File: src/rtl/arl_pkg.sv
package arl_pkg;

  // List and tree geometry.
  localparam int MAX_ENTRIES = 32;
  localparam int W_SLOTS     = 32;
  localparam int IDX_W       = $clog2(MAX_ENTRIES);
  localparam int CNT_W       = IDX_W + 1;
  localparam int SLOT_W      = $clog2(W_SLOTS);
  localparam int SLOT_X_W    = SLOT_W + 2;

  // Value widths.
  localparam int CHAN_W  = 10;
  localparam int VAL_W   = 10;
  localparam int W_W     = 11;
  localparam int RANGE_W = 11;
  localparam int OFF_W   = 12;
  localparam int ARITH_W = 13;
  localparam int SLOT_OUT_W = 6;
  localparam int STATUS_W   = 2;

  // Scratch RAM: one region of MAX_ENTRIES words per tree depth and side.
  localparam int DEPTH_W     = 4;
  localparam int SCR_AW      = DEPTH_W + 1 + IDX_W;
  localparam int STACK_DEPTH = 16;
  localparam int SP_W        = $clog2(STACK_DEPTH);

  // Configuration register indexes.
  localparam int CFG_IDX_W = 2;
  localparam int CFG_DATA_W = 11;
  localparam logic [CFG_IDX_W-1:0] REG_TOP_RANGE    = 2'd0;
  localparam logic [CFG_IDX_W-1:0] REG_FORM_1024    = 2'd1;
  localparam logic [CFG_IDX_W-1:0] REG_BASE_CHANNEL = 2'd2;

  // Status codes.
  localparam logic [STATUS_W-1:0] ST_OK       = 2'd0;
  localparam logic [STATUS_W-1:0] ST_NO_SPLIT = 2'd1;
  localparam logic [STATUS_W-1:0] ST_OVERFLOW = 2'd2;

  typedef struct packed {
    logic [RANGE_W-1:0] rng;
    logic [CNT_W-1:0]   num;
    logic [DEPTH_W-1:0] depth;
    logic               side;
    logic [SLOT_W-1:0]  slot;
    logic               beyond;
  } node_t;

  typedef struct packed {
    logic              we;
    logic [SCR_AW-1:0] addr;
    logic [VAL_W-1:0]  data;
  } scr_wr_t;

  typedef struct packed {
    logic              we;
    logic [SLOT_W-1:0] addr;
    logic [W_W-1:0]    data;
  } w_wr_t;

  typedef struct packed {
    logic done;
    logic split_err;
  } build_stat_t;

  typedef enum logic [2:0] {
    CS_LOAD,
    CS_BUILD,
    CS_EMIT_RD,
    CS_EMIT_CAP,
    CS_EMIT_HOLD
  } ctl_state_t;

  typedef enum logic [2:0] {
    BS_IDLE,
    BS_NODE,
    BS_LEAF,
    BS_PIV_RD,
    BS_PIV_CAP,
    BS_PIV_SCAN,
    BS_PART_SCAN,
    BS_FINISH
  } bld_state_t;

  // One conditional add or subtract of the range.
  function automatic logic signed [ARITH_W-1:0] wrap_once(
    input logic signed [ARITH_W-1:0] x,
    input logic [RANGE_W-1:0]        r
  );
    logic signed [ARITH_W-1:0] rs;
    rs = $signed({{(ARITH_W-RANGE_W){1'b0}}, r});
    if (x < 0) begin
      wrap_once = x + rs;
    end else if (x >= rs) begin
      wrap_once = x - rs;
    end else begin
      wrap_once = x;
    end
  endfunction

  // Largest power of two not above v.
  function automatic logic [CNT_W-1:0] pow2_floor(input logic [CNT_W-1:0] v);
    logic [CNT_W-1:0] res;
    res = CNT_W'(1);
    for (int b = 0; b < CNT_W; b++) begin
      if (v[b]) begin
        res = CNT_W'(1) << b;
      end
    end
    pow2_floor = res;
  endfunction

endpackage

File: src/rtl/arl_builder.sv
module arl_builder import arl_pkg::*; (
  input  logic               clk,
  input  logic               rst,
  input  logic               start,
  input  logic [RANGE_W-1:0] top_range,
  input  logic [CNT_W-1:0]   count,
  output build_stat_t        stat,
  output logic [SCR_AW-1:0]  scr_rd_addr,
  input  logic [VAL_W-1:0]   scr_rd_data,
  output scr_wr_t            scr_wr,
  output w_wr_t              w_wr
);

  bld_state_t state, state_next;

  node_t            node;
  node_t            stack [STACK_DEPTH];
  logic [SP_W-1:0]  sp;
  logic [CNT_W-1:0] piv_i;
  logic [CNT_W-1:0] scan_idx;
  logic [CNT_W-1:0] cnt;
  logic [CNT_W-1:0] left_n;
  logic [VAL_W-1:0] vi;
  logic [OFF_W-1:0] lo_off;
  logic [OFF_W-1:0] ro_off;
  logic             pass;
  logic             split_err;

  logic [RANGE_W-1:0]        rng_m1;
  logic [VAL_W-1:0]          delta;
  logic [VAL_W-1:0]          half;
  logic signed [ARITH_W-1:0] rd_x, vi_x, delta_x, half_x;
  logic signed [ARITH_W-1:0] piv_dist, lo_w, ro_w, part_dist;
  logic [OFF_W-1:0]          off;
  logic                      scan_last;
  logic                      hit;
  logic                      take;
  logic [CNT_W-1:0]          cnt_hit;
  logic [CNT_W-1:0]          cnt_take;
  logic                      piv_found;
  logic                      last_cand;
  logic [CNT_W-1:0]          slot_step;
  logic [SLOT_X_W-1:0]       c1, c2;
  node_t                     left_node, right_node;
  logic [DEPTH_W-1:0]        child_depth;

  // Node arithmetic.
  always_comb begin
    rng_m1    = node.rng - RANGE_W'(1);
    delta     = rng_m1[RANGE_W-1:1];
    half      = node.rng[RANGE_W-1:1];
    rd_x      = $signed({{(ARITH_W-VAL_W){1'b0}}, scr_rd_data});
    vi_x      = $signed({{(ARITH_W-VAL_W){1'b0}}, vi});
    delta_x   = $signed({{(ARITH_W-VAL_W){1'b0}}, delta});
    half_x    = $signed({{(ARITH_W-VAL_W){1'b0}}, half});
    off       = pass ? ro_off : lo_off;
    piv_dist  = wrap_once(rd_x - vi_x, node.rng);
    part_dist = wrap_once(rd_x - $signed({1'b0, off}), node.rng);
    lo_w      = wrap_once(vi_x + delta_x + ARITH_W'(1), node.rng);
    ro_w      = wrap_once(vi_x + ARITH_W'(1), node.rng);
    scan_last = (scan_idx == node.num);
    hit       = (scan_idx != '0) && (piv_dist <= delta_x);
    take      = (scan_idx != '0) && !part_dist[ARITH_W-1] && (part_dist < half_x) &&
                (cnt < CNT_W'(MAX_ENTRIES));
    cnt_hit   = cnt + CNT_W'(hit);
    cnt_take  = cnt + CNT_W'(take);
    piv_found = (cnt_hit == ((node.num - CNT_W'(1)) >> 1) + CNT_W'(1));
    last_cand = (piv_i + CNT_W'(1) == node.num);

    slot_step   = pow2_floor({1'b0, node.slot} + CNT_W'(1));
    c1          = SLOT_X_W'(node.slot) + SLOT_X_W'(slot_step);
    c2          = SLOT_X_W'(node.slot) + (SLOT_X_W'(slot_step) << 1);
    child_depth = node.depth + DEPTH_W'(1);

    left_node.rng    = {1'b0, half};
    left_node.num    = left_n;
    left_node.depth  = child_depth;
    left_node.side   = 1'b0;
    left_node.slot   = c1[SLOT_W-1:0];
    left_node.beyond = node.beyond || (c1 >= SLOT_X_W'(W_SLOTS));

    right_node.rng    = {1'b0, delta};
    right_node.num    = cnt_take;
    right_node.depth  = child_depth;
    right_node.side   = 1'b1;
    right_node.slot   = c2[SLOT_W-1:0];
    right_node.beyond = node.beyond || (c2 >= SLOT_X_W'(W_SLOTS));
  end

  always_comb begin
    state_next = state;
    unique case (state)
      BS_IDLE: begin
        if (start) state_next = BS_NODE;
      end
      BS_NODE: begin
        priority if (node.num == '0) state_next = BS_FINISH;
        else if (node.num == CNT_W'(1)) state_next = BS_LEAF;
        else if (node.rng < RANGE_W'(2)) state_next = BS_FINISH;
        else state_next = BS_PIV_RD;
      end
      BS_LEAF:    state_next = BS_FINISH;
      BS_PIV_RD:  state_next = BS_PIV_CAP;
      BS_PIV_CAP: state_next = BS_PIV_SCAN;
      BS_PIV_SCAN: begin
        if (scan_last) begin
          priority if (piv_found) state_next = BS_PART_SCAN;
          else if (last_cand) state_next = BS_FINISH;
          else state_next = BS_PIV_RD;
        end
      end
      BS_PART_SCAN: begin
        if (scan_last && pass) state_next = BS_NODE;
      end
      BS_FINISH: begin
        state_next = (sp == '0) ? BS_IDLE : BS_NODE;
      end
      default: state_next = BS_IDLE;
    endcase
  end

  always_comb begin
    scr_rd_addr = {node.depth, node.side, scan_idx[IDX_W-1:0]};
    scr_wr      = '0;
    w_wr        = '0;
    stat.done      = 1'b0;
    stat.split_err = split_err;
    unique case (state)
      BS_NODE: begin
        scr_rd_addr = {node.depth, node.side, IDX_W'(0)};
      end
      BS_PIV_RD: begin
        scr_rd_addr = {node.depth, node.side, piv_i[IDX_W-1:0]};
      end
      BS_LEAF: begin
        w_wr.we   = !node.beyond;
        w_wr.addr = node.slot;
        w_wr.data = {1'b0, scr_rd_data} + W_W'(1);
      end
      BS_PIV_SCAN: begin
        w_wr.we   = scan_last && piv_found && !node.beyond;
        w_wr.addr = node.slot;
        w_wr.data = {1'b0, vi} + W_W'(1);
      end
      BS_PART_SCAN: begin
        scr_wr.we   = take;
        scr_wr.addr = {child_depth, pass, cnt[IDX_W-1:0]};
        scr_wr.data = part_dist[VAL_W-1:0];
      end
      BS_FINISH: begin
        stat.done = (sp == '0);
      end
      default: ;
    endcase
  end

  always_ff @(posedge clk) begin
    if (rst) begin
      state     <= BS_IDLE;
      sp        <= '0;
      split_err <= 1'b0;
    end else begin
      state <= state_next;
      unique case (state)
        BS_IDLE: begin
          if (start) begin
            sp        <= '0;
            split_err <= 1'b0;
          end
        end
        BS_NODE: begin
          if (node.num > CNT_W'(1) && node.rng < RANGE_W'(2)) split_err <= 1'b1;
        end
        BS_PIV_SCAN: begin
          if (scan_last && !piv_found && last_cand) split_err <= 1'b1;
        end
        BS_PART_SCAN: begin
          if (scan_last && pass) sp <= sp + SP_W'(1);
        end
        BS_FINISH: begin
          if (sp != '0) sp <= sp - SP_W'(1);
        end
        default: ;
      endcase
    end
  end

  always_ff @(posedge clk) begin
    unique case (state)
      BS_IDLE: begin
        if (start) begin
          node.rng    <= top_range;
          node.num    <= count;
          node.depth  <= '0;
          node.side   <= 1'b0;
          node.slot   <= '0;
          node.beyond <= 1'b0;
        end
      end
      BS_NODE: piv_i <= '0;
      BS_PIV_CAP: begin
        vi       <= scr_rd_data;
        scan_idx <= '0;
        cnt      <= '0;
      end
      BS_PIV_SCAN: begin
        if (scan_last) begin
          if (piv_found) begin
            lo_off   <= lo_w[OFF_W-1:0];
            ro_off   <= ro_w[OFF_W-1:0];
            pass     <= 1'b0;
            scan_idx <= '0;
            cnt      <= '0;
          end else begin
            piv_i <= piv_i + CNT_W'(1);
          end
        end else begin
          scan_idx <= scan_idx + CNT_W'(1);
          cnt      <= cnt_hit;
        end
      end
      BS_PART_SCAN: begin
        if (scan_last) begin
          if (!pass) begin
            left_n   <= cnt_take;
            pass     <= 1'b1;
            scan_idx <= '0;
            cnt      <= '0;
          end else begin
            stack[sp] <= right_node;
            node      <= left_node;
          end
        end else begin
          scan_idx <= scan_idx + CNT_W'(1);
          cnt      <= cnt_take;
        end
      end
      BS_FINISH: begin
        if (sp != '0) node <= stack[sp - SP_W'(1)];
      end
      default: ;
    endcase
  end

endmodule

File: config.mk
export PLATFORM = sky130hd
export DESIGN_NAME = arl_builder
export DESIGN_NICKNAME = d
export VERILOG_FILES = /design/src/rtl/arl_pkg.sv /design/src/rtl/arl_builder.sv
export SDC_FILE = /design/constraint.sdc
export NUM_CORES = 1
export LEC_CHECK = 0
export BUFFER_PORTS_ARGS = -buffer_cell sky130_fd_sc_hd__buf_4
export CORE_MARGIN = 2
export CORE_UTILIZATION = 63
export DETAILED_ROUTE_END_ITERATION = 10
export HOLD_SLACK_MARGIN = 0.02
export PLACE_DENSITY = 0.87
export SETUP_SLACK_MARGIN = 0.5
export SLEW_MARGIN = 20
export SYNTH_ARGS = -nofsm -noshare
export SYNTH_HDL_FRONTEND = slang
export SYNTH_SLANG_ARGS = --single-unit
File: constraint.sdc
create_clock -name clk -period 11.56 [get_ports clk]
set_input_delay 1.734 -clock clk [delete_from_list [all_inputs] [get_ports clk]]
set_output_delay 1.734 -clock clk [all_outputs]
set_load 0.02 [all_outputs]
After elaboration in Yosys (flattened, before gate mapping)
Memories as Yosys holds them, arrays and structs flattened.
Cells that the tools add are included.
- div/mod/pow operators: 0
- bitwise gates (word level): 1
- shift-type cells: 0
- multiply operators: 0
- equal/unequal tests: 23
- add/subtract/negate cells: 28
- $lt $le $gt $ge: 15
- multiplexer cells: 60
- reduce and logical (&&, ||, !) cells: 34
- operator list (cell ; count):
    28-bit two-way mux ; 4
    28-bit one-hot mux with 3 select lines ; 1
    6-bit two-way mux ; 12
    12-bit two-way mux ; 5
    13-bit two-way mux ; 4
    6-bit one-hot mux with 3 select lines ; 2
    17-bit one-hot mux with 2 select lines ; 1
    10-bit by 1-bit adder with 11-bit output, second input constant ; 3
    3-bit two-way mux ; 8
    3-bit one-hot mux with 8 select lines ; 1
    11-bit by 1-bit less-than comparator with 1-bit output, second input constant ; 2
    21-bit two-way mux ; 1
    2-bit != test, second input constant ; 10
    6-bit equality test ; 3
    3-bit AND reduction ; 5
    7-bit by 6-bit greater-or-equal comparator with 1-bit output, second input constant ; 2
    11-bit by 12-bit adder with 13-bit output ; 1
    13-bit by 12-bit adder with 13-bit output ; 1
    13-bit by 12-bit greater-or-equal comparator with 1-bit output ; 1
    13-bit by 11-bit <= comparator with 1-bit output ; 1
    13-bit by 1-bit less-than comparator with 1-bit output, second input constant ; 1
    13-bit by 11-bit less-than comparator with 1-bit output ; 1
    10-bit by 12-bit subtractor with 13-bit output ; 1
    11-bit by 12-bit subtractor with 13-bit output ; 1
    50 further kinds ; 89
- logic and storage cells: 179
- bits in writable memories: 416
- memories: 1
- output and inout bits: 50
- bits in read-only memories: 0
- bits of input ports: 30
- register bits after elaboration: 95
- latch bits: 0
- memory list (memory ; depth ; bits a word ; rd ports ; clocked after Yosys merged registers in ; wr ports ; line ; text):
    stack ; 16 ; 26 ; 1 ; 0 ; 1 ; arl_builder.sv:17 ; node_t stack [STACK_DEPTH];

Depth between registers and ports, before layout
Gate-level depths: netlist of the first run.
- word-level depth: 13
- depth in mapped cells: 38
- depth with buffers taken out: 37

Worst setup path after synthesis of the first run
No wires, ideal clock.
- path type: input port to output port
- start: input port scr_rd_data[0]
- end: output port w_wr[16] (netlist bit)
- arrival: 9.163 ns
- stages: 38
- required time: 9.826 ns
- path buffers: 2
- path slack: 0.663 ns
- path through: inv_1 -> ha_1 -> inv_1 -> fa_1 -> a21oi_1 -> nand4b_1 -> and3_1 -> nor2_1 -> xor2_1 -> ha_1 -> clkbuf_1 -> and3_1 -> a21oi_1 -> nand3_1 -> a21oi_1 -> buf_2 -> mux2i_1 -> nor2_1 -> [... 2 more ...] -> nor2b_1 -> o211ai_1 -> a21oi_1 -> o21ai_0 -> nand2_1 -> a211o_1 -> o2111a_1 -> nor3_1 -> ha_1 -> ha_1 -> nand3_1 -> xnor2_1 -> and3_1 -> or2_2 -> o31ai_2 -> nand4_1 -> nor2_1 -> o21ba_1
- RTL lines (element ; line ; text):
    start, declared ; arl_builder.sv:9 ; input logic [VAL_W-1:0] scr_rd_data,
    end, declared ; arl_builder.sv:11 ; output w_wr_t w_wr

==> flow_summary.json, run 1 <==
{
  "grt.met1_usage_pct": 47.20,
  "gp_congestion": 0.9943,
  "holdBufCountCts": 0,
  "antenna_found_initial": 0,
  "grt.met2_usage_pct": 56.58,
  "cp_max_fo": 10,
  "min_from": "split_err",
  "mostFrequentLayoutCells": "edfxtp_1, nand2_1, ha_1, nor2_1, a21oi_1",
  "fin_crit_sh_pct": 93.01,
  "synth-seq-area-share_pct": 55.56,
  "finalHoldViolCount": 0,
  "clockRootBuffer": "clkbuf_16",
  "startpoint": "scr_rd_data[1]",
  "clock-sinks": 511,
  "hpwl_mm": 49.77,
  "netlist_top_cells_area": "edfxtp_1, mux4_2, ha_1, nand2_1, xnor2_1",
  "hold_path.class": "reg -> reg",
  "detail_route.iter0.violations": 2682,
  "r2r_slack_ns": 2.35,
  "vias_per_cell": 6.909,
  "synth-async-reset-ratio_pct": 0,
  "slowest_stage": "ha_2",
  "syn_area_um2": 27470,
  "cts_tree": "yes",
  "synth_edf_count": 503,
  "vdd_ir_drop_max_mv": 0.1849,
  "grt_max_degree": 70,
  "synth_seq_cells": 511,
  "htree_levels": 2,
  "maxSlewViolCount": 0,
  "top_usage_layer": "met2",
  "track_usage_pct": 35.77,
  "layout_setup_ws_ns": 0.8086,
  "grt_pass1_wl_mm": 118.3,
  "outcome": "completed",
  "final_common_cell": "edfxtp_1",
  "ys_warn_count": 0,
  "die_w_um": 212.8,
  "path_common_cell": "buf_4",
  "wirelength_mm": 79.82,
  "syn_area_per_cell_um2": 12.93,
  "slew_headroom_pct": 24.43,
  "gr-usage-met3_pct": 6.957,
  "cp.required_ns": 9.83,
  "grt_pass1_vias": 19407,
  "place_ws_ns": 0.5612,
  "diodes": 0,
  "hold-worst-slack_ns": 0.4762,
  "nets": 2386,
  "path_clk_slew_ns": 0.06,
  "die_h_um": 212.8,
  "antenna_left": 0,
  "grt_overflow": 0,
  "startpoint_type": "input port",
  "worst_skew_pair.late_latency_ns": 0.64,
  "cap_violations": 0,
  "cts_inserted_buffers": 50,
  "power_per_cell_area_nw_per_um2": 236.5,
  "fin_skew_ns": 0.09130,
  "postSynthCellCount": 2125,
  "critPathMaxStageDelay_ns": 0.42,
  "tightestPinTransition_ns": 1.131,
  "portBuffers": 79,
  "wl_per_cell_um": 28.30,
  "dieArea_um2": 45300,
  "fillers": 2742,
  "grt_setup_unrepaired": "false",
  "dpl_cell_area_um2": 28820,
  "p_leak_nw": 10.93,
  "cp.arrival_ns": 9.02,
  "yosysUniqueCellTypes": 82,
  "endpoint_kind": "output port",
  "finalInstanceArea_um2": 30690,
  "start_util_pct": 63.78,
  "setup_tns_ns": 0,
  "setup_violations": 0,
  "syn-num-nets": 2314,
  "timing.rr.start": "pass",
  "drcViolationCount": 0,
  "drive_above_1_share_pct": 16.82,
  "rows": 76,
  "ys.flop_type": "edfxtp_1",
  "synth_top_area_share_pct": 54.98,
  "drt-pass1-iter-count": 6,
  "worstSetupPathType": "in -> out",
  "power.total_mw": 7.257,
  "syn_to_final_growth_pct": 11.69,
  "synth_area_leader_cell": "edfxtp_1",
  "io-pin-count": 80,
  "core_area_um2": 43080,
  "ctsLongestPathBuffers": 3,
  "route.vias.total": 19489,
  "fmax_mhz": 93.01,
  "min_period_ns": 10.75
}
==> cells by family after synthesis <==
group	share of synthesized area (%)
simple gates	9.810
flops	55.56
compound gates	9.919
buf+inv	3.028
fa+ha+maj	7.542
mux	10.51
xor+xnor	3.634
==> per-stage QoR <==
step / cells / util [%]
finish: 2821 / 71.24
global route: 2821 / 71.24
CTS: 2817 / 70.83
detailed placement: 2726 / 66.90
global placement: 2726 / 66.88
floorplan: 2125 / -
==> flip-flops by register name, indices dropped and copies added (netlist names), 10 cells and up <==
name / cells
node: 18
half: 10
lo_off: 12
ro_off: 12
vi: 10
stack: 416
==> power breakdown <==
part	internal, mW	leakage [nW]	switching [mW]
sequential	2.39	4.62	0.160
clock	0.981	0.815	0.727
combinational	1.11	5.49	1.89
==> Yosys cell counts (all sizes together) (6+ instances only) <==
cell type,instances
o21bai,8
o31a,6
a2111oi,8
buf,38
dfxtp,8
edfxtp,503
mux2,7
a31oi,14
o31ai,11
a21oi,126
xor2,40
nor2,139
nor3,54
o22ai,21
o21a,15
ha,148
nor4,7
nand3,57
nand2,184
xnor2,74
mux4,114
and2,22
or3,8
fa,11
o21ai,81
a211oi,16
a21o,36
nand4,17
o211ai,10
clkbuf,64
nand2b,20
and3,13
nor2b,28
inv,103
mux2i,24
or2,9
a22oi,26
==> path summary, 6_finish.rpt <==
path                   to  depth (start not counted)
min reg2reg     split_err                          2
max reg2reg  stack[7][15]                         31
min             split_err                          2
max              w_wr[16]                         39
==> final cells by class <==
cell class / instances / area, µm² / share of cell area (%)
timing repair buffer: 122 / 960.9 / 3.131
clock inverter: 31 / 402.9 / 1.313
multi-input combinational: 1408 / 11640 / 37.94
clock buffer: 60 / 1289 / 4.200
sequential: 511 / 15270 / 49.76
inverter: 104 / 390.4 / 1.272
tap: 585 / 732.0 / 2.385
==> timing repair <==
| action | CTS | global route |
|---|---|---|
| pin swaps | 0 | 4 |
| setup endpoints to repair | 1 | 1 |
| endpoints found under the hold margin | 0 | 0 |
| buffers inserted | 0 | 1 |
| resized for setup | 1 | 17 |
==> per-layer routing <==
metal	wire, µm	share of wire [%]	vias to the layer above
met5	0	0	-
met4	4581	5.7	0
met3	8720	11	318
met2	37740	47	1513
met1	28780	36	9452
li1	-	-	8206
==> critical path: cells and delay by family <==
kind,cells,cell delay [ns]
XOR/XNOR,2,0.54
AO/OA/AOI/OAI,14,2.39
multiplexers,1,0.19
AND/OR/NAND/NOR,13,2.08
buffers and inverters,4,0.67
adder cells (fa/ha/maj),5,1.37
No activity file was read; power rests on OpenSTA's default activity.
==> inputs of run 2 (changes only) <==
Settings changed: CORE_MARGIN 2 to default.
==> flow_summary.json, run 2 (synthesis results as in run 1) <==
{
  "detail_route.iter0.violations": 2582,
  "holdBufCountCts": 0,
  "dieArea_um2": 44450,
  "switching_power_mw": 2.761,
  "tightestPinTransition_ns": 1.173,
  "drt-pass1-iter-count": 8,
  "worst_skew_pair.late_latency_ns": 0.62,
  "antenna_left": 0,
  "drive_above_1_share_pct": 17.02,
  "ctsLongestPathBuffers": 3,
  "maxSlewViolCount": 0,
  "wirelength_mm": 80.29,
  "clock-sinks": 511,
  "vdd_ir_drop_max_mv": 0.1538,
  "switching_share_pct": 38.78,
  "mostFrequentLayoutCells": "edfxtp_1, nand2_1, ha_1, nor2_1, buf_4",
  "fillers": 2727,
  "route.vias.total": 19616,
  "largest_register": "stack",
  "power.total_mw": 7.120,
  "setup_violations": 0,
  "fin_skew_ns": 0.03118,
  "clkPwrFrac_pct": 22.2,
  "htree_levels": 2,
  "finalHoldViolCount": 0,
  "core_area_um2": 43080,
  "min_period_ns": 10.60,
  "clockRootBuffer": "clkbuf_16",
  "power.internal_mw": 4.359,
  "slowest_stage": "or3_1",
  "min_from": "split_err",
  "dpl.cell_count": 2731,
  "outcome": "completed",
  "fmax_mhz": 94.34,
  "track_usage_pct": 36.10,
  "place_ws_ns": 0.7074,
  "rr_worst_depth": 33,
  "hold-worst-slack_ns": 0.4858,
  "slew_headroom_pct": 21.09,
  "grt_pass1_vias": 19269,
  "die_h_um": 210.8,
  "final_common_cell": "edfxtp_1",
  "startpoint_type": "input port",
  "hpwl_mm": 50.36,
  "hold_path.class": "reg -> reg",
  "grt_pass1_wl_mm": 117.0,
  "p_leak_nw": 10.92,
  "nets": 2396,
  "syn_to_final_growth_pct": 11.44,
  "power.share.sequential_pct": 35.6,
  "regToRegEndpoint": "stack[6][14]",
  "worstSetupPathType": "in -> out",
  "power_per_cell_area_nw_per_um2": 232.6,
  "fin_crit_sh_pct": 91.69,
  "combPwrFrac_pct": 42.2,
  "cts_tree": "yes",
  "vias_per_cell": 6.929,
  "largestRegisters": "stack (416), node (18)",
  "seqCellArea_um2": 15270,
  "multiInputGateArea_um2": 11610,
  "r2r_slack_ns": 2.60,
  "layout_setup_ws_ns": 0.9603,
  "largest_reg_flops": 416,
  "portBuffers": 79,
  "rows": 76,
  "cp.arrival_ns": 8.87,
  "endpoint_kind": "output port",
  "critPathCapture": "w_wr[16]",
  "fin_cells": 2831,
  "start_util_pct": 63.78,
  "startpoint": "scr_rd_data[1]",
  "cp_max_fo": 8,
  "grt_overflow": 0,
  "timing.rr.start": "pass",
  "cap_violations": 0,
  "critPathMaxStageDelay_ns": 0.33,
  "antenna_found_initial": 1,
  "wl_per_cell_um": 28.36,
  "die_w_um": 210.8,
  "io-pin-count": 80,
  "gp_congestion": 0.9936,
  "cp.required_ns": 9.83,
  "drcViolationCount": 0,
  "grt_setup_unrepaired": "false",
  "path_clk_slew_ns": 0.06,
  "grt_max_degree": 71,
  "cts_inserted_buffers": 49,
  "setup_tns_ns": 0
}
run 2: cell types whose count changed in the layout (fill, tap and decap cells not counted), sizes merged:
cell      previous run  this run
diode                0         1
inv                106       108
clkbuf              60        58
clkinvlp             2         3
buf                122       133
clkinv              19        21
bufinv               8         3
run 2: cell type report:
cell class	count	area share, %
Antenna cell	1	0.008173
Clock buffer	58	4.115
Clock inverter	31	0.9358
Inverter	104	1.275
Multi-Input combinational cell	1408	37.92
Sequential cell	511	49.87
Tap cell	585	2.391
Timing Repair Buffer	133	3.490
run 2: how the worst min path moves through the flow:
| stage | to | depth (start not counted) |
|---|---|---|
| finish | split_err | 2 |
| global route | split_err | 2 |
| CTS | split_err | 2 |
| detailed placement | split_err | 2 |
| global placement | split_err | 2 |
| floorplan | split_err | 2 |
run 2: per-layer routing:
metal	wire length, µm	GRT usage, %	part of all wire [%]	vias to the layer above
li1	-	-	-	8236
met1	28300	47.09	35	9539
met2	37970	57.63	47	1526
met3	9358	6.408	12	315
met4	4659	20.59	5.8	0
met5	0	0	0	-
run 2: metrics by stage:
step	area, µm²	utilization, %
3_5_place_dp	28840	66.95
5_1_grt	30620	71.07
6_report	30620	71.08
3_3_place_gp	28830	66.93
2_1_floorplan	27470	-
4_1_cts	30390	70.54
run 2: repair_timing:
action,4_1_cts,5_1_grt
setup endpoints to repair,0,1
resized for setup,0,15
buffers inserted,0,4
hold endpoints to repair,0,0
run 2: worst max-delay path, delay by kind of cell:
family | cells | cell delay [ns]
multiplexers | 1 | 0.25
XOR/XNOR | 2 | 0.33
AND/OR/NAND/NOR | 13 | 2.32
AO/OA/AOI/OAI | 13 | 2.42
adder cells (fa/ha/maj) | 5 | 1.13
buffers and inverters | 4 | 0.64
run 2: power by group through the flow:
stage	Clock, mW	Combinational [mW]	Sequential (mW)
2_1_floorplan	0	2.06	2.49
3_3_place_gp	0	2.74	2.56
3_5_place_dp	0	2.84	2.56
4_1_cts	1.58	2.87	2.53
5_1_grt	1.64	3.25	2.54
6_report	1.58	3.01	2.53
