$ cat config.mk
export PLATFORM = sky130hd
export DESIGN_NAME = arl_w_store
export DESIGN_NICKNAME = d
export VERILOG_FILES = /design/src/rtl/arl_pkg.sv /design/src/rtl/arl_w_store.sv
export SDC_FILE = /design/constraint.sdc
export NUM_CORES = 1
export LEC_CHECK = 0
export ABC_AREA = 1
export BUFFER_PORTS_ARGS = -buffer_cell sky130_fd_sc_hd__buf_2
export CORE_MARGIN = 4
export CORE_UTILIZATION = 48
export CTS_CLUSTER_SIZE = 40
export DETAILED_ROUTE_END_ITERATION = 10
export MAX_ROUTING_LAYER = met4
export PLACE_DENSITY = 0.65
export SETUP_SLACK_MARGIN = 0.3
export SYNTH_ARGS = -nofsm -noshare
export SYNTH_HDL_FRONTEND = slang
export SYNTH_SLANG_ARGS = --single-unit
$ cat constraint.sdc
create_clock -name clk -period 5.2 [get_ports clk]
set_clock_uncertainty 0.2 [all_clocks]
set_input_delay 1.56 -clock clk [delete_from_list [all_inputs] [get_ports clk]]
set_output_delay 1.56 -clock clk [all_outputs]
set_load 0.005 [all_outputs]
$ cat src/rtl/arl_pkg.sv
package arl_pkg;

  // List and tree geometry.
  localparam int MAX_ENTRIES = 32;
  localparam int W_SLOTS     = 32;
  localparam int IDX_W       = $clog2(MAX_ENTRIES);
  localparam int CNT_W       = IDX_W + 1;
  localparam int SLOT_W      = $clog2(W_SLOTS);
  localparam int SLOT_X_W    = SLOT_W + 2;

  // Value widths.
  localparam int CHAN_W  = 10;
  localparam int VAL_W   = 10;
  localparam int W_W     = 11;
  localparam int RANGE_W = 11;
  localparam int OFF_W   = 12;
  localparam int ARITH_W = 13;
  localparam int SLOT_OUT_W = 6;
  localparam int STATUS_W   = 2;

  // Scratch RAM: one region of MAX_ENTRIES words per tree depth and side.
  localparam int DEPTH_W     = 4;
  localparam int SCR_AW      = DEPTH_W + 1 + IDX_W;
  localparam int STACK_DEPTH = 16;
  localparam int SP_W        = $clog2(STACK_DEPTH);

  // Configuration register indexes.
  localparam int CFG_IDX_W = 2;
  localparam int CFG_DATA_W = 11;
  localparam logic [CFG_IDX_W-1:0] REG_TOP_RANGE    = 2'd0;
  localparam logic [CFG_IDX_W-1:0] REG_FORM_1024    = 2'd1;
  localparam logic [CFG_IDX_W-1:0] REG_BASE_CHANNEL = 2'd2;

  // Status codes.
  localparam logic [STATUS_W-1:0] ST_OK       = 2'd0;
  localparam logic [STATUS_W-1:0] ST_NO_SPLIT = 2'd1;
  localparam logic [STATUS_W-1:0] ST_OVERFLOW = 2'd2;

  typedef struct packed {
    logic [RANGE_W-1:0] rng;
    logic [CNT_W-1:0]   num;
    logic [DEPTH_W-1:0] depth;
    logic               side;
    logic [SLOT_W-1:0]  slot;
    logic               beyond;
  } node_t;

  typedef struct packed {
    logic              we;
    logic [SCR_AW-1:0] addr;
    logic [VAL_W-1:0]  data;
  } scr_wr_t;

  typedef struct packed {
    logic              we;
    logic [SLOT_W-1:0] addr;
    logic [W_W-1:0]    data;
  } w_wr_t;

  typedef struct packed {
    logic done;
    logic split_err;
  } build_stat_t;

  typedef enum logic [2:0] {
    CS_LOAD,
    CS_BUILD,
    CS_EMIT_RD,
    CS_EMIT_CAP,
    CS_EMIT_HOLD
  } ctl_state_t;

  typedef enum logic [2:0] {
    BS_IDLE,
    BS_NODE,
    BS_LEAF,
    BS_PIV_RD,
    BS_PIV_CAP,
    BS_PIV_SCAN,
    BS_PART_SCAN,
    BS_FINISH
  } bld_state_t;

  // One conditional add or subtract of the range.
  function automatic logic signed [ARITH_W-1:0] wrap_once(
    input logic signed [ARITH_W-1:0] x,
    input logic [RANGE_W-1:0]        r
  );
    logic signed [ARITH_W-1:0] rs;
    rs = $signed({{(ARITH_W-RANGE_W){1'b0}}, r});
    if (x < 0) begin
      wrap_once = x + rs;
    end else if (x >= rs) begin
      wrap_once = x - rs;
    end else begin
      wrap_once = x;
    end
  endfunction

  // Largest power of two not above v.
  function automatic logic [CNT_W-1:0] pow2_floor(input logic [CNT_W-1:0] v);
    logic [CNT_W-1:0] res;
    res = CNT_W'(1);
    for (int b = 0; b < CNT_W; b++) begin
      if (v[b]) begin
        res = CNT_W'(1) << b;
      end
    end
    pow2_floor = res;
  endfunction

endpackage

$ cat src/rtl/arl_w_store.sv
module arl_w_store import arl_pkg::*; (
  input  logic              clk,
  input  logic              rst,
  input  logic              clear,
  input  w_wr_t             wr,
  input  logic [SLOT_W-1:0] rd_addr,
  output logic [W_W-1:0]    rd_data
);

  logic [W_W-1:0]     mem [W_SLOTS];
  logic [W_SLOTS-1:0] vld;

  // Slots never written since the last clear read as zero.
  always_ff @(posedge clk) begin
    if (rst || clear) begin
      vld <= '0;
    end else if (wr.we) begin
      vld[wr.addr] <= 1'b1;
    end
  end

  always_ff @(posedge clk) begin
    if (wr.we) begin
      mem[wr.addr] <= wr.data;
    end
    rd_data <= vld[rd_addr] ? mem[rd_addr] : '0;
  end

endmodule

# Word-level counts from Yosys, hierarchy flattened
# Memories as Yosys holds them, arrays and structs flattened. A register that Yosys moved wholly into a read port is not among the register bits.
# Cells that the tools add are included.
# Widths: inputs -> output; s select.
# totals
mem_bits_ro	0
latch_bits	0
ram_bits	352
reg_bits	32
out_inout_bits	11
elab_cells	15
input_bits	25
mem_count	1
# classes
n_lt_le_gt_ge	3
add_sub_neg	0
bitwise_logic	1
shifts	0
n_div	0
mux	6
reduce_logical	3
multipliers	0
eq_ne	0
# mem_list
name	words	width	rd	rd_ports_with_merged_regs	write_ports	line_no	source
mem	32	11	1	1	1	arl_w_store.sv:10	logic [W_W-1:0] mem [W_SLOTS];
# op_table
cell	count
$or 32x32->32	1
$lt 5x6->1 const B	2
$bmux 1 s5	1
$demux 1 s5	1
$ge 5x1->1 const B	1
$mux 1	4
$logic_and 1x1->1	1
$logic_not 1->1	1
$logic_or 1x1->1	1

# Logic depth before layout (Yosys ltp)
# Gate-level depths: netlist (run 1).
# logic_depth
word_depth	5
mapped_depth	12
ltp_nobuf	9

# Least setup slack after synthesis (run 1)
# Ideal clock, no wire load.
# synth_timing
path_kind	input to register
from	in wr[16] in the netlist's numbering
to	mem mem[31][0], enable pin
slack_ns	2.166
t_arrival_ns	2.455
cell_stages	4
t_required_ns	4.620
setup_time_ns	0.380
n_path_buf	0
cell_sequence	inv_1 nor3_1 inv_1 nor2_1
# synth_via
elab_chain_cells	2
# synth_lines
element	line_no	source
start, declared	arl_w_store.sv:5	input w_wr_t wr,
$mux 1	arl_w_store.sv:23	if (wr.we) begin
$mux 1 (not written as such)	arl_w_store.sv:24	mem[wr.addr] <= wr.data;
end, declared	arl_w_store.sv:10	
# No other way between the ends.

# Worst setup path after layout (run 1)
# layout_timing
from	in rd_addr[2]
to	reg rd_data[10] (read register of mem)
# layout_via
elab_chain_cells	3
# layout_lines
element	line_no	source
start, declared	arl_w_store.sv:6	input logic [SLOT_W-1:0] rd_addr,
$bmux 1 s5	arl_w_store.sv:26	rd_data <= vld[rd_addr] ? mem[rd_addr] : '0;
$mux 1 (not written as such)	arl_w_store.sv:26	
$logic_not 1->1 (no source line)	n/a	
end, declared	arl_w_store.sv:7	output logic [W_W-1:0] rd_data
# Parallel ways exist; a longest one is shown, timed or not. The select of a mux whose other input is x is not followed.
# A chain may end at the register's enable or synchronous reset.

==> run_summary.xml, run 1 <==
<?xml version="1.0" encoding="UTF-8"?>
<metrics>
  <group name="drt">
    <metric name="via_per_inst" unit="">5.30</metric>
    <metric name="drt-total-wl" unit="mm">40.0</metric>
    <metric name="final_antenna_violating_net_count" unit="">0</metric>
    <metric name="detail_route.iter0.violations" unit="">1228</metric>
    <metric name="wl_per_cell" unit="µm">19.1</metric>
    <metric name="remaining_drc_errors" unit="">0</metric>
    <metric name="drt_first_pass_iters" unit="">6</metric>
    <metric name="route.vias.total" unit="">11100</metric>
  </group>
  <group name="yosys">
    <metric name="synthDominantAreaCellType" unit="">edfxtp_1</metric>
    <metric name="synth.top_cells.by_count" unit="">nand2_1 (558), edfxtp_1 (352), nand3_1 (235)</metric>
    <metric name="postSynthAreaPerCell" unit="µm²">10.3</metric>
    <metric name="ys_flop_type" unit="">edfxtp_1</metric>
    <metric name="synth_seq_cells" unit="">395</metric>
    <metric name="synth-edff-count" unit="">352</metric>
    <metric name="most_numerous_cell_in_the_yosys_netlist" unit="">nand2_1</metric>
    <metric name="mappedNetlistNets" unit="">1616</metric>
    <metric name="mappedNetlistArea" unit="µm²">16400</metric>
    <metric name="area_fraction_of_the_dominant_cell_type_after_synthesis" unit="%">64.6</metric>
    <metric name="yosys_warnings" unit="">0</metric>
    <metric name="synth_sequential_area_ratio" unit="%">69.8</metric>
    <metric name="synth_async_sr_flop_share" unit="%">0</metric>
    <metric name="synthTopCellsByArea" unit="">edfxtp_1 (65%), nand2_1 (13%), nand3_1 (7.2%)</metric>
    <metric name="mapped_cells" unit="">1591</metric>
    <metric name="distinct_cells_synth" unit="">16</metric>
  </group>
  <group name="grt">
    <metric name="grt_max_degree" unit="">161</metric>
    <metric name="total_grt_overflow" unit="">0</metric>
    <metric name="first_global_vias" unit="">10600</metric>
    <metric name="global_route.usage.total" unit="%">22.5</metric>
    <metric name="grt_first_pass_wirelength" unit="mm">61.8</metric>
    <metric name="grt_antenna_before_repair" unit="">0</metric>
  </group>
  <group name="timing">
    <metric name="setup_violations" unit="">0</metric>
    <metric name="final-hold-violation-count" unit="">0</metric>
    <metric name="report.final.slew_viol_count" unit="">0</metric>
    <metric name="slew_headroom" unit="%">16.7</metric>
    <metric name="fin_setup_tns" unit="ns">0</metric>
    <metric name="final.min_clock_period" unit="ns">3.49</metric>
    <metric name="layout_worst_path_cycle_share" unit="%">67.1</metric>
    <metric name="grt_setup_unrepaired" unit="">no</metric>
    <metric name="slew_at_the_pin_closest_to_its_max_slew_limit" unit="ns">1.24</metric>
    <metric name="clock.fmax" unit="MHz">286</metric>
  </group>
  <group name="floorplanning">
    <metric name="floorplan.die_area" unit="µm²">37100</metric>
    <metric name="core" unit="µm²">33600</metric>
    <metric name="die_width" unit="µm">193</metric>
    <metric name="initial_core_util" unit="%">48.7</metric>
    <metric name="placement_rows" unit="">67</metric>
    <metric name="num_io_pins" unit="">36</metric>
    <metric name="overall_die_height" unit="µm">193</metric>
  </group>
  <group name="worst_setup_path">
    <metric name="reg2reg_from" unit="">vld[0]</metric>
    <metric name="r2r_slack" unit="ns">3.46</metric>
    <metric name="number_of_cells_traversed_by_the_worst_register_to_register_path" unit="">8</metric>
    <metric name="critical_path_required_time" unit="ns">5.40</metric>
    <metric name="worstSetupEndpointType" unit="">register</metric>
    <metric name="worstSetupStartpoint" unit="">rd_addr[2]</metric>
    <metric name="worst_setup_path_start_kind" unit="">primary input</metric>
    <metric name="worstSetupEndpoint" unit="">rd_data[10]</metric>
    <metric name="crit_type" unit="">primary input to register</metric>
    <metric name="crit_arrival" unit="ns">3.69</metric>
    <metric name="worstReg2RegEnd" unit="">rd_data[10]</metric>
    <metric name="critical_path_peak_fanout" unit="">25</metric>
  </group>
  <group name="place">
    <metric name="dpl.cell_count" unit="">2019</metric>
    <metric name="place.gp.congestion" unit="">0.896</metric>
    <metric name="detailed_place_hpwl" unit="mm">22.7</metric>
    <metric name="buffer_ports.inserted" unit="">35</metric>
  </group>
  <group name="layout">
    <metric name="fillerInstances" unit="">2884</metric>
    <metric name="fin_nets" unit="">1640</metric>
    <metric name="postLayoutCoreUtil" unit="%">54.1</metric>
    <metric name="n_antenna_cell" unit="">0</metric>
    <metric name="flow.area_growth_from_synthesis" unit="%">11.2</metric>
    <metric name="instances_no_fill" unit="">2095</metric>
    <metric name="final_layout_size_suffix_gt1_share" unit="%">7.35</metric>
  </group>
  <group name="clocking">
    <metric name="cts_tree" unit="">built</metric>
    <metric name="cts_num_sinks" unit="">395</metric>
    <metric name="cts_hold_repair.buffers" unit="">0</metric>
    <metric name="post_cts.resized_instances" unit="">0</metric>
    <metric name="post-cts-setup-buffer-count" unit="">0</metric>
    <metric name="root_buffer" unit="">clkbuf_16</metric>
    <metric name="path_clk_slew" unit="ns">0.06</metric>
    <metric name="cts_made_buffers" unit="">42</metric>
    <metric name="clkLatencyLatePin" unit="ns">0.54</metric>
    <metric name="htree_levels" unit="">2</metric>
    <metric name="clockBufferDepth" unit="">3</metric>
  </group>
  <group name="hold_path">
    <metric name="hold_path.startpoint" unit="">vld[7]</metric>
    <metric name="worst_hold_path_type" unit="">register to register</metric>
  </group>
  <group name="power">
    <metric name="power_density" unit="nW/µm²">366</metric>
    <metric name="vdd_ir_drop_max" unit="V">0.000227</metric>
    <metric name="p_leak" unit="nW">7.23</metric>
    <metric name="power" unit="mW">6.67</metric>
  </group>
  <group name="run">
    <metric name="cap_violations" unit="">0</metric>
  </group>
  <group name="status">
    <metric name="status" unit="">completed</metric>
  </group>
</metrics>
-- stage by stage --
| stage | worst slack (ns) | area, µm² | hold slack, ns |
|---|---|---|---|
| floorplan | 2.17 | 16400 | 0.240 |
| global placement | 1.21 | 16900 | 0.249 |
| detailed placement | 1.23 | 16900 | 0.258 |
| CTS | 1.77 | 18200 | 0.271 |
| global route | 1.54 | 18200 | 0.291 |
| finish | 1.71 | 18200 | 0.268 |
-- power breakdown --
group          switching, mW  total (mW)  internal (mW)
Combinational          0.300       0.402          0.103
Sequential            0.0151        3.51           3.50
Clock                   1.16        2.76           1.60
Total                   1.47        6.67           5.20
-- routing by layer --
metal / up-vias / GRT usage, % / wire (µm)
li1: 5284 / - / -
met2: 413 / 35.5 / 19100
met3: 88 / 2.91 / 2830
met5: - / - / 0
met4: 0 / 7.10 / 1140
met1: 5309 / 30.8 / 16900
-- layout make-up --
type / instances / area (µm²) / area share (%)
Clock buffer: 66 / 1210 / 6.66
Multi-Input combinational cell: 979 / 4010 / 22.1
Clock inverter: 10 / 51.3 / 0.282
Timing Repair Buffer: 64 / 427 / 2.34
Sequential cell: 395 / 11400 / 62.8
Inverter: 133 / 504 / 2.77
Tap cell: 448 / 561 / 3.08
-- flip-flops by register name (all words and copies together) (netlist names) --
signal,cells
mem,352
vld,32
rd_data,11
-- placed cells by master (no fill, tap or decap) --
master      Yosys  routed
nor3_1         12      12
clkbuf_1       21      18
edfxtp_1      352     352
clkbuf_8        0       5
inv_2           2       1
buf_2          37      33
buf_4          13      28
nand3_1       235     235
nor2_1        151     151
buf_6           2       1
clkinv_2        0       4
clkinvlp_4      0       1
o21ai_1         2       2
clkinv_1        0       4
or2_2           1       1
nand2_1       558     558
clkbuf_16       0      43
inv_1         131     131
dfxtp_1        43      43
inv_6           0       2
buf_12          0       2
o21ai_0        20      20
-- cells by family after synthesis --
group                  count (synthesis)  share of synthesized area, %
AO/OA/AOI/OAI                         22                         0.673
buffers and inverters                217                          5.65
flip-flops                           395                          69.8
AND/OR/NAND/NOR                      957                          23.8
-- worst min path at each step --
| stage | end | cells after the start |
|---|---|---|
| after floorplan | vld[11] | 2 |
| after global placement | vld[21] | 2 |
| after detailed placement | vld[19] | 2 |
| after CTS | vld[19] | 2 |
| after global routing | vld[1] | 2 |
| final | vld[7] | 2 |
-- critical path: stages --
cell and delay, ns:
buf_2 0.48, inv_1 0.59, nand3_1 0.27, nand2_1 0.08, nand2_1 0.06, nand3_1 0.13, nand2_1 0.39, nor2_1 0.11
Power figures use the tool's default switching activity.
==> run 2: changes to the inputs <==
--- a/config.mk
+++ b/config.mk
@@ -12,7 +12,7 @@
 export CTS_CLUSTER_SIZE = 40
 export DETAILED_ROUTE_END_ITERATION = 10
 export MAX_ROUTING_LAYER = met4
-export PLACE_DENSITY = 0.65
+export PLACE_DENSITY = 0.67
 export SETUP_SLACK_MARGIN = 0.3
 export SYNTH_ARGS = -nofsm -noshare
 export SYNTH_HDL_FRONTEND = slang
==> constraint.sdc (replaced) <==
create_clock -name clk -period 2.8 [get_ports clk]
set_clock_uncertainty 0.2 [all_clocks]
set_input_delay 0.84 -clock clk [delete_from_list [all_inputs] [get_ports clk]]
set_output_delay 0.84 -clock clk [all_outputs]
set_load 0.005 [all_outputs]
==> run 2 against run 1 <==
Effect of this change: total power is 87% higher; highest routed layer unchanged; sequential power grew 86%; global-route usage rose by 0.17 points; clock-buffer cell count down 5; largest cell class unchanged; via count increased by 1.2%; register-to-register slack worse by 2.2 ns; die area unchanged; cell count is 1.5% higher; setup slack lost 1.1 ns; combinational power rose by 99%.
==> run_summary.xml, run 2 (synthesized netlist as in run 1, its figures left out) <==
<?xml version="1.0" encoding="UTF-8"?>
<metrics>
  <group name="drt">
    <metric name="via_per_inst" unit="">5.28</metric>
    <metric name="detail_route.iter0.violations" unit="">936</metric>
    <metric name="route.vias.total" unit="">11200</metric>
    <metric name="remaining_drc_errors" unit="">0</metric>
    <metric name="drt_first_pass_iters" unit="">5</metric>
    <metric name="drt-total-wl" unit="mm">40.5</metric>
    <metric name="wl_per_cell" unit="µm">19.0</metric>
    <metric name="final_antenna_violating_net_count" unit="">0</metric>
  </group>
  <group name="timing">
    <metric name="fin_ws" unit="ns">0.620</metric>
    <metric name="setup_violations" unit="">0</metric>
    <metric name="slew_headroom" unit="%">45.0</metric>
    <metric name="report.final.slew_viol_count" unit="">0</metric>
    <metric name="clock.fmax" unit="MHz">459</metric>
    <metric name="fin_setup_tns" unit="ns">0</metric>
    <metric name="layout_worst_path_cycle_share" unit="%">77.9</metric>
    <metric name="slew_at_the_pin_closest_to_its_max_slew_limit" unit="ns">0.825</metric>
    <metric name="finalHoldWorstSlack" unit="ns">0.271</metric>
    <metric name="final-hold-violation-count" unit="">0</metric>
    <metric name="grt_setup_unrepaired" unit="">no</metric>
    <metric name="final.min_clock_period" unit="ns">2.18</metric>
  </group>
  <group name="power">
    <metric name="power_density" unit="nW/µm²">670</metric>
    <metric name="vdd_ir_drop_max" unit="V">0.000456</metric>
    <metric name="power" unit="mW">12.4</metric>
    <metric name="p_leak" unit="nW">7.45</metric>
  </group>
  <group name="worst_setup_path">
    <metric name="crit_arrival" unit="ns">2.45</metric>
    <metric name="worst_setup_path_start_kind" unit="">primary input</metric>
    <metric name="crit_type" unit="">primary input to register</metric>
    <metric name="critical_path_required_time" unit="ns">3.07</metric>
    <metric name="critical_path.most_common_cell" unit="">nand2_1</metric>
    <metric name="critical_path_peak_fanout" unit="">48</metric>
    <metric name="list_of_cells_traversed_by_the_critical_path" unit="">buf_6 &gt; inv_6 &gt; buf_12 &gt; buf_12 &gt; nand2_1 &gt; nand2_1 &gt; nand2_1 &gt; nand3_1 &gt; nand3_1 &gt; nand3_1 &gt; nand2_1 &gt; nor2_1</metric>
    <metric name="worstSetupEndpointType" unit="">register</metric>
    <metric name="critical-path-slowest-cell" unit="">inv_6</metric>
    <metric name="critPathMaxStageDelay" unit="ns">0.33</metric>
  </group>
  <group name="place">
    <metric name="dpl.cell_count" unit="">2050</metric>
    <metric name="detailed_place_hpwl" unit="mm">23.1</metric>
    <metric name="setup_slack_at_placement" unit="ns">0.0900</metric>
    <metric name="buffer_ports.inserted" unit="">35</metric>
    <metric name="placed_area" unit="µm²">17300</metric>
    <metric name="place.gp.congestion" unit="">0.860</metric>
  </group>
  <group name="floorplanning">
    <metric name="die_width" unit="µm">193</metric>
    <metric name="core" unit="µm²">33600</metric>
    <metric name="initial_core_util" unit="%">48.7</metric>
    <metric name="placement_rows" unit="">67</metric>
    <metric name="floorplan.die_area" unit="µm²">37100</metric>
    <metric name="overall_die_height" unit="µm">193</metric>
    <metric name="num_io_pins" unit="">36</metric>
  </group>
  <group name="hold_path">
    <metric name="worst_hold_path_type" unit="">register to register</metric>
  </group>
  <group name="layout">
    <metric name="flow.area_growth_from_synthesis" unit="%">13.5</metric>
    <metric name="postLayoutCoreUtil" unit="%">55.3</metric>
    <metric name="final_layout_size_suffix_gt1_share" unit="%">9.12</metric>
    <metric name="largest_register_ffs" unit="">352</metric>
    <metric name="design_area" unit="µm²">18600</metric>
    <metric name="mostFrequentLayoutCell" unit="">nand2_1</metric>
    <metric name="fillerInstances" unit="">2851</metric>
    <metric name="top_regs" unit="">mem x352, vld x32, rd_data x11</metric>
    <metric name="instances_no_fill" unit="">2126</metric>
    <metric name="largest_register" unit="">mem</metric>
    <metric name="n_antenna_cell" unit="">0</metric>
    <metric name="layout.cells.most_common_list" unit="">nand2_1 (558), edfxtp_1 (352), nand3_1 (235)</metric>
    <metric name="fin_nets" unit="">1670</metric>
  </group>
  <group name="clocking">
    <metric name="clkLatencyLatePin" unit="ns">0.53</metric>
    <metric name="cts_tree" unit="">built</metric>
    <metric name="post_cts.resized_instances" unit="">0</metric>
    <metric name="cts_made_buffers" unit="">41</metric>
    <metric name="cts_num_sinks" unit="">395</metric>
    <metric name="htree_levels" unit="">2</metric>
    <metric name="root_buffer" unit="">clkbuf_16</metric>
    <metric name="clockBufferDepth" unit="">3</metric>
    <metric name="path_clk_slew" unit="ns">0.06</metric>
    <metric name="cts_hold_repair.buffers" unit="">0</metric>
    <metric name="post-cts-setup-buffer-count" unit="">0</metric>
  </group>
  <group name="grt">
    <metric name="global_route.usage.total" unit="%">22.7</metric>
    <metric name="total_grt_overflow" unit="">0</metric>
    <metric name="grt_first_pass_wirelength" unit="mm">62.2</metric>
    <metric name="grt_max_degree" unit="">95</metric>
    <metric name="first_global_vias" unit="">10700</metric>
    <metric name="grt_antenna_before_repair" unit="">0</metric>
  </group>
  <group name="status">
    <metric name="status" unit="">completed</metric>
  </group>
  <group name="run">
    <metric name="cap_violations" unit="">0</metric>
  </group>
</metrics>
==> run 2: per-layer routing <==
| metal | track usage [%] | vias up | part of all wire, % | routed length, µm |
|---|---|---|---|---|
| li1 | - | 5348 | - | - |
| met1 | 32.0 | 5411 | 44 | 17700 |
| met2 | 35.1 | 393 | 47 | 18900 |
| met3 | 2.80 | 75 | 7.1 | 2870 |
| met4 | 6.50 | 0 | 2.5 | 1020 |
| met5 | - | - | 0 | 0 |
==> run 2: worst paths after layout <==
check	startpoint	endpoint	slack, ns	cells past startpoint
setup reg to reg	mem[11][9]	rd_data[9]	1.30	8
setup / recovery	rd_addr[0]	rd_data[0]	0.62	12
hold / removal	vld[8]	vld[8]	0.27	2
hold reg to reg	vld[8]	vld[8]	0.27	2
==> run 2: final cells by class <==
class | count | area (µm²) | share of cell area, %
sequential | 395 | 11400 | 61.5
multi-input combinational | 979 | 4010 | 21.6
clock buffer | 61 | 1160 | 6.26
timing repair buffer | 95 | 810 | 4.36
tap | 448 | 561 | 3.02
inverter | 133 | 504 | 2.71
clock inverter | 15 | 98.8 | 0.532
==> run 2: worst max-delay path: cells and delay by family <==
family / cells / cell delay [ns]
buffers and inverters: 4 / 0.85
and+or+nand+nor: 8 / 0.72
==> run 2: report_power, final <==
group	switching (mW)	leakage [nW]	internal, mW
registers	0.0304	3.52	6.49
clock network	2.14	0.622	2.97
logic	0.571	3.31	0.230
==> run 3: changes to the inputs <==
==> constraint.sdc (replaced) <==
create_clock -name clk -period 1.9 [get_ports clk]
set_clock_uncertainty 0.2 [all_clocks]
set_input_delay 0.57 -clock clk [delete_from_list [all_inputs] [get_ports clk]]
set_output_delay 0.57 -clock clk [all_outputs]
set_load 0.005 [all_outputs]
==> run 3 against run 2 <==
Effect of this change: critical endpoint is now rd_data[8]; core utilization grew 7.2 points; sequential cell count is the same; critical path depth shrank 11.
==> run_summary.xml, run 3 (synthesized netlist as in run 1, its figures left out) <==
<?xml version="1.0" encoding="UTF-8"?>
<metrics>
  <group name="drt">
    <metric name="detail_route.iter0.violations" unit="">1191</metric>
    <metric name="drt_first_pass_iters" unit="">7</metric>
    <metric name="final_antenna_violating_net_count" unit="">0</metric>
    <metric name="route.vias.total" unit="">11900</metric>
    <metric name="drt-total-wl" unit="mm">44.5</metric>
    <metric name="via_per_inst" unit="">5.39</metric>
    <metric name="wl_per_cell" unit="µm">20.1</metric>
    <metric name="remaining_drc_errors" unit="">0</metric>
  </group>
  <group name="timing">
    <metric name="grt_setup_unrepaired" unit="">yes</metric>
    <metric name="fin_ws" unit="ns">0.117</metric>
    <metric name="clock.fmax" unit="MHz">561</metric>
    <metric name="slew_at_the_pin_closest_to_its_max_slew_limit" unit="ns">0.802</metric>
    <metric name="final-hold-violation-count" unit="">0</metric>
    <metric name="final.min_clock_period" unit="ns">1.78</metric>
    <metric name="report.final.slew_viol_count" unit="">0</metric>
    <metric name="fin_setup_tns" unit="ns">0</metric>
    <metric name="layout_worst_path_cycle_share" unit="%">93.8</metric>
    <metric name="finalHoldWorstSlack" unit="ns">0.273</metric>
    <metric name="setup_violations" unit="">0</metric>
    <metric name="slew_headroom" unit="%">46.5</metric>
  </group>
  <group name="clocking">
    <metric name="clkLatencyLatePin" unit="ns">0.54</metric>
    <metric name="clockBufferDepth" unit="">3</metric>
    <metric name="htree_levels" unit="">2</metric>
    <metric name="cts_tree" unit="">built</metric>
    <metric name="root_buffer" unit="">clkbuf_16</metric>
    <metric name="cts_num_sinks" unit="">395</metric>
    <metric name="cts_made_buffers" unit="">41</metric>
    <metric name="path_clk_slew" unit="ns">0.06</metric>
  </group>
  <group name="worst_setup_path">
    <metric name="critical-path-slowest-cell" unit="">dfxtp_4</metric>
    <metric name="worstSetupEndpointType" unit="">output pin</metric>
    <metric name="crit_buf_inv" unit="">1</metric>
    <metric name="crit_arrival" unit="ns">1.01</metric>
    <metric name="worst_setup_path_start_kind" unit="">register</metric>
    <metric name="critical_path_required_time" unit="ns">1.13</metric>
    <metric name="critical_path_peak_fanout" unit="">1</metric>
    <metric name="crit_type" unit="">register to output pin</metric>
    <metric name="list_of_cells_traversed_by_the_critical_path" unit="">buf_6</metric>
    <metric name="number_of_cells_traversed_by_the_worst_register_to_register_path" unit="">10</metric>
    <metric name="worst-path-stages" unit="">1</metric>
    <metric name="critPathMaxStageDelay" unit="ns">0.37</metric>
    <metric name="cpLargestDelayFamily" unit="">flip-flops</metric>
  </group>
  <group name="layout">
    <metric name="flow.area_growth_from_synthesis" unit="%">28.4</metric>
    <metric name="largest_register_ffs" unit="">352</metric>
    <metric name="layout.cells.most_common_list" unit="">nand2_1 (536), edfxtp_1 (352), nand3_1 (165)</metric>
    <metric name="fillerInstances" unit="">2542</metric>
    <metric name="fin_nets" unit="">1751</metric>
    <metric name="largest_register" unit="">mem</metric>
    <metric name="final_layout_size_suffix_gt1_share" unit="%">23.0</metric>
    <metric name="mostFrequentLayoutCell" unit="">nand2_1</metric>
    <metric name="instances_no_fill" unit="">2207</metric>
    <metric name="top_regs" unit="">mem x352, vld x32, rd_data x11</metric>
  </group>
  <group name="power">
    <metric name="power" unit="mW">18.7</metric>
    <metric name="vdd_ir_drop_max" unit="V">0.000523</metric>
    <metric name="power_switching_share" unit="%">23.0</metric>
    <metric name="netSwitchingPower" unit="mW">4.31</metric>
    <metric name="p_comb_share" unit="%">9.2</metric>
    <metric name="power_density" unit="nW/µm²">891</metric>
    <metric name="power_report.internal_total" unit="mW">14.4</metric>
    <metric name="p_leak" unit="nW">8.37</metric>
    <metric name="share_clk_of_total_power" unit="%">39.4</metric>
    <metric name="seq_power_share" unit="%">51.4</metric>
  </group>
  <group name="grt">
    <metric name="grt_antenna_before_repair" unit="">0</metric>
    <metric name="grt_max_degree" unit="">47</metric>
    <metric name="global_route.usage.total" unit="%">24.7</metric>
    <metric name="grt_first_pass_wirelength" unit="mm">67.3</metric>
    <metric name="total_grt_overflow" unit="">0</metric>
    <metric name="first_global_vias" unit="">11700</metric>
  </group>
  <group name="floorplanning">
    <metric name="num_io_pins" unit="">36</metric>
    <metric name="overall_die_height" unit="µm">193</metric>
    <metric name="core" unit="µm²">33600</metric>
    <metric name="initial_core_util" unit="%">48.7</metric>
    <metric name="placement_rows" unit="">67</metric>
    <metric name="die_width" unit="µm">193</metric>
    <metric name="floorplan.die_area" unit="µm²">37100</metric>
  </group>
  <group name="place">
    <metric name="dpl.cell_count" unit="">2102</metric>
    <metric name="place.gp.congestion" unit="">0.918</metric>
    <metric name="setup_slack_at_placement" unit="ns">-0.383</metric>
    <metric name="detailed_place_hpwl" unit="mm">26.2</metric>
    <metric name="buffer_ports.inserted" unit="">35</metric>
  </group>
  <group name="status">
    <metric name="status" unit="">completed</metric>
  </group>
  <group name="run">
    <metric name="cap_violations" unit="">0</metric>
  </group>
  <group name="hold_path">
    <metric name="worst_hold_path_type" unit="">register to register</metric>
    <metric name="hold_path_depth" unit="">2</metric>
  </group>
</metrics>
## run 3: worst reg2reg max path: stages (launching register included)
cell	delay, ns
dfxtp_1	0.33
nand2_1	0.06
nand3_1	0.08
nand3_1	0.11
nand2_2	0.10
nand2_2	0.05
nand3_2	0.10
nand2_4	0.07
buf_12	0.13
buf_16	0.14
nor2_1	0.10
## run 3: what timing repair did
| action | CTS | global route |
|---|---|---|
| cloned | 6 | 0 |
| setup endpoints to repair | 20 | 102 |
| pin swaps | 34 | 49 |
| resized for setup | 95 | 83 |
| buffers inserted | 18 | 5 |
| hold buffers | 0 | 0 |
## run 3: layout make-up
type	instances	area, µm²	area share (%)
Inverter	133	531	2.52
Clock inverter	20	96.3	0.458
Sequential cell	395	11500	54.5
Tap cell	448	561	2.67
Clock buffer	55	1130	5.38
Multi-Input combinational cell	979	4880	23.2
Timing Repair Buffer	176	2350	11.2
Antenna cell	1	2.50	0.0119
## run 3: power by group through the flow
| stage | Clock, mW | Combinational (mW) | Sequential [mW] |
|---|---|---|---|
| after global placement | 0 | 1.38 | 9.80 |
| after floorplan | 0 | 0.704 | 9.78 |
| final | 7.38 | 1.72 | 9.63 |
| after global routing | 7.87 | 1.84 | 9.63 |
| after detailed placement | 0 | 1.40 | 9.80 |
| after CTS | 7.49 | 1.61 | 9.63 |
## run 3: metal layers
layer  vias to the layer above  GRT usage (%)  routed length (µm)
met5                         -              -                   0
met4                         0           7.49                 969
met3                        73           3.17                3410
met2                       537           40.0               21800
met1                      5770           33.2               18300
li1                       5523              -                   -
## run 3: path summary, 6_finish.rpt
path         slack [ns]       start          to
max                0.12  rd_data[8]  rd_data[8]
min                0.27      vld[1]      vld[1]
max reg2reg        0.36     vld[31]  rd_data[0]
min reg2reg        0.27      vld[1]      vld[1]
## run 3: metrics by stage
step	util, %	cell area [µm²]
after floorplan	-	16700
after global placement	55.5	18700
after detailed placement	55.5	18700
after CTS	61.3	20600
after global routing	62.5	21000
final	62.5	21000
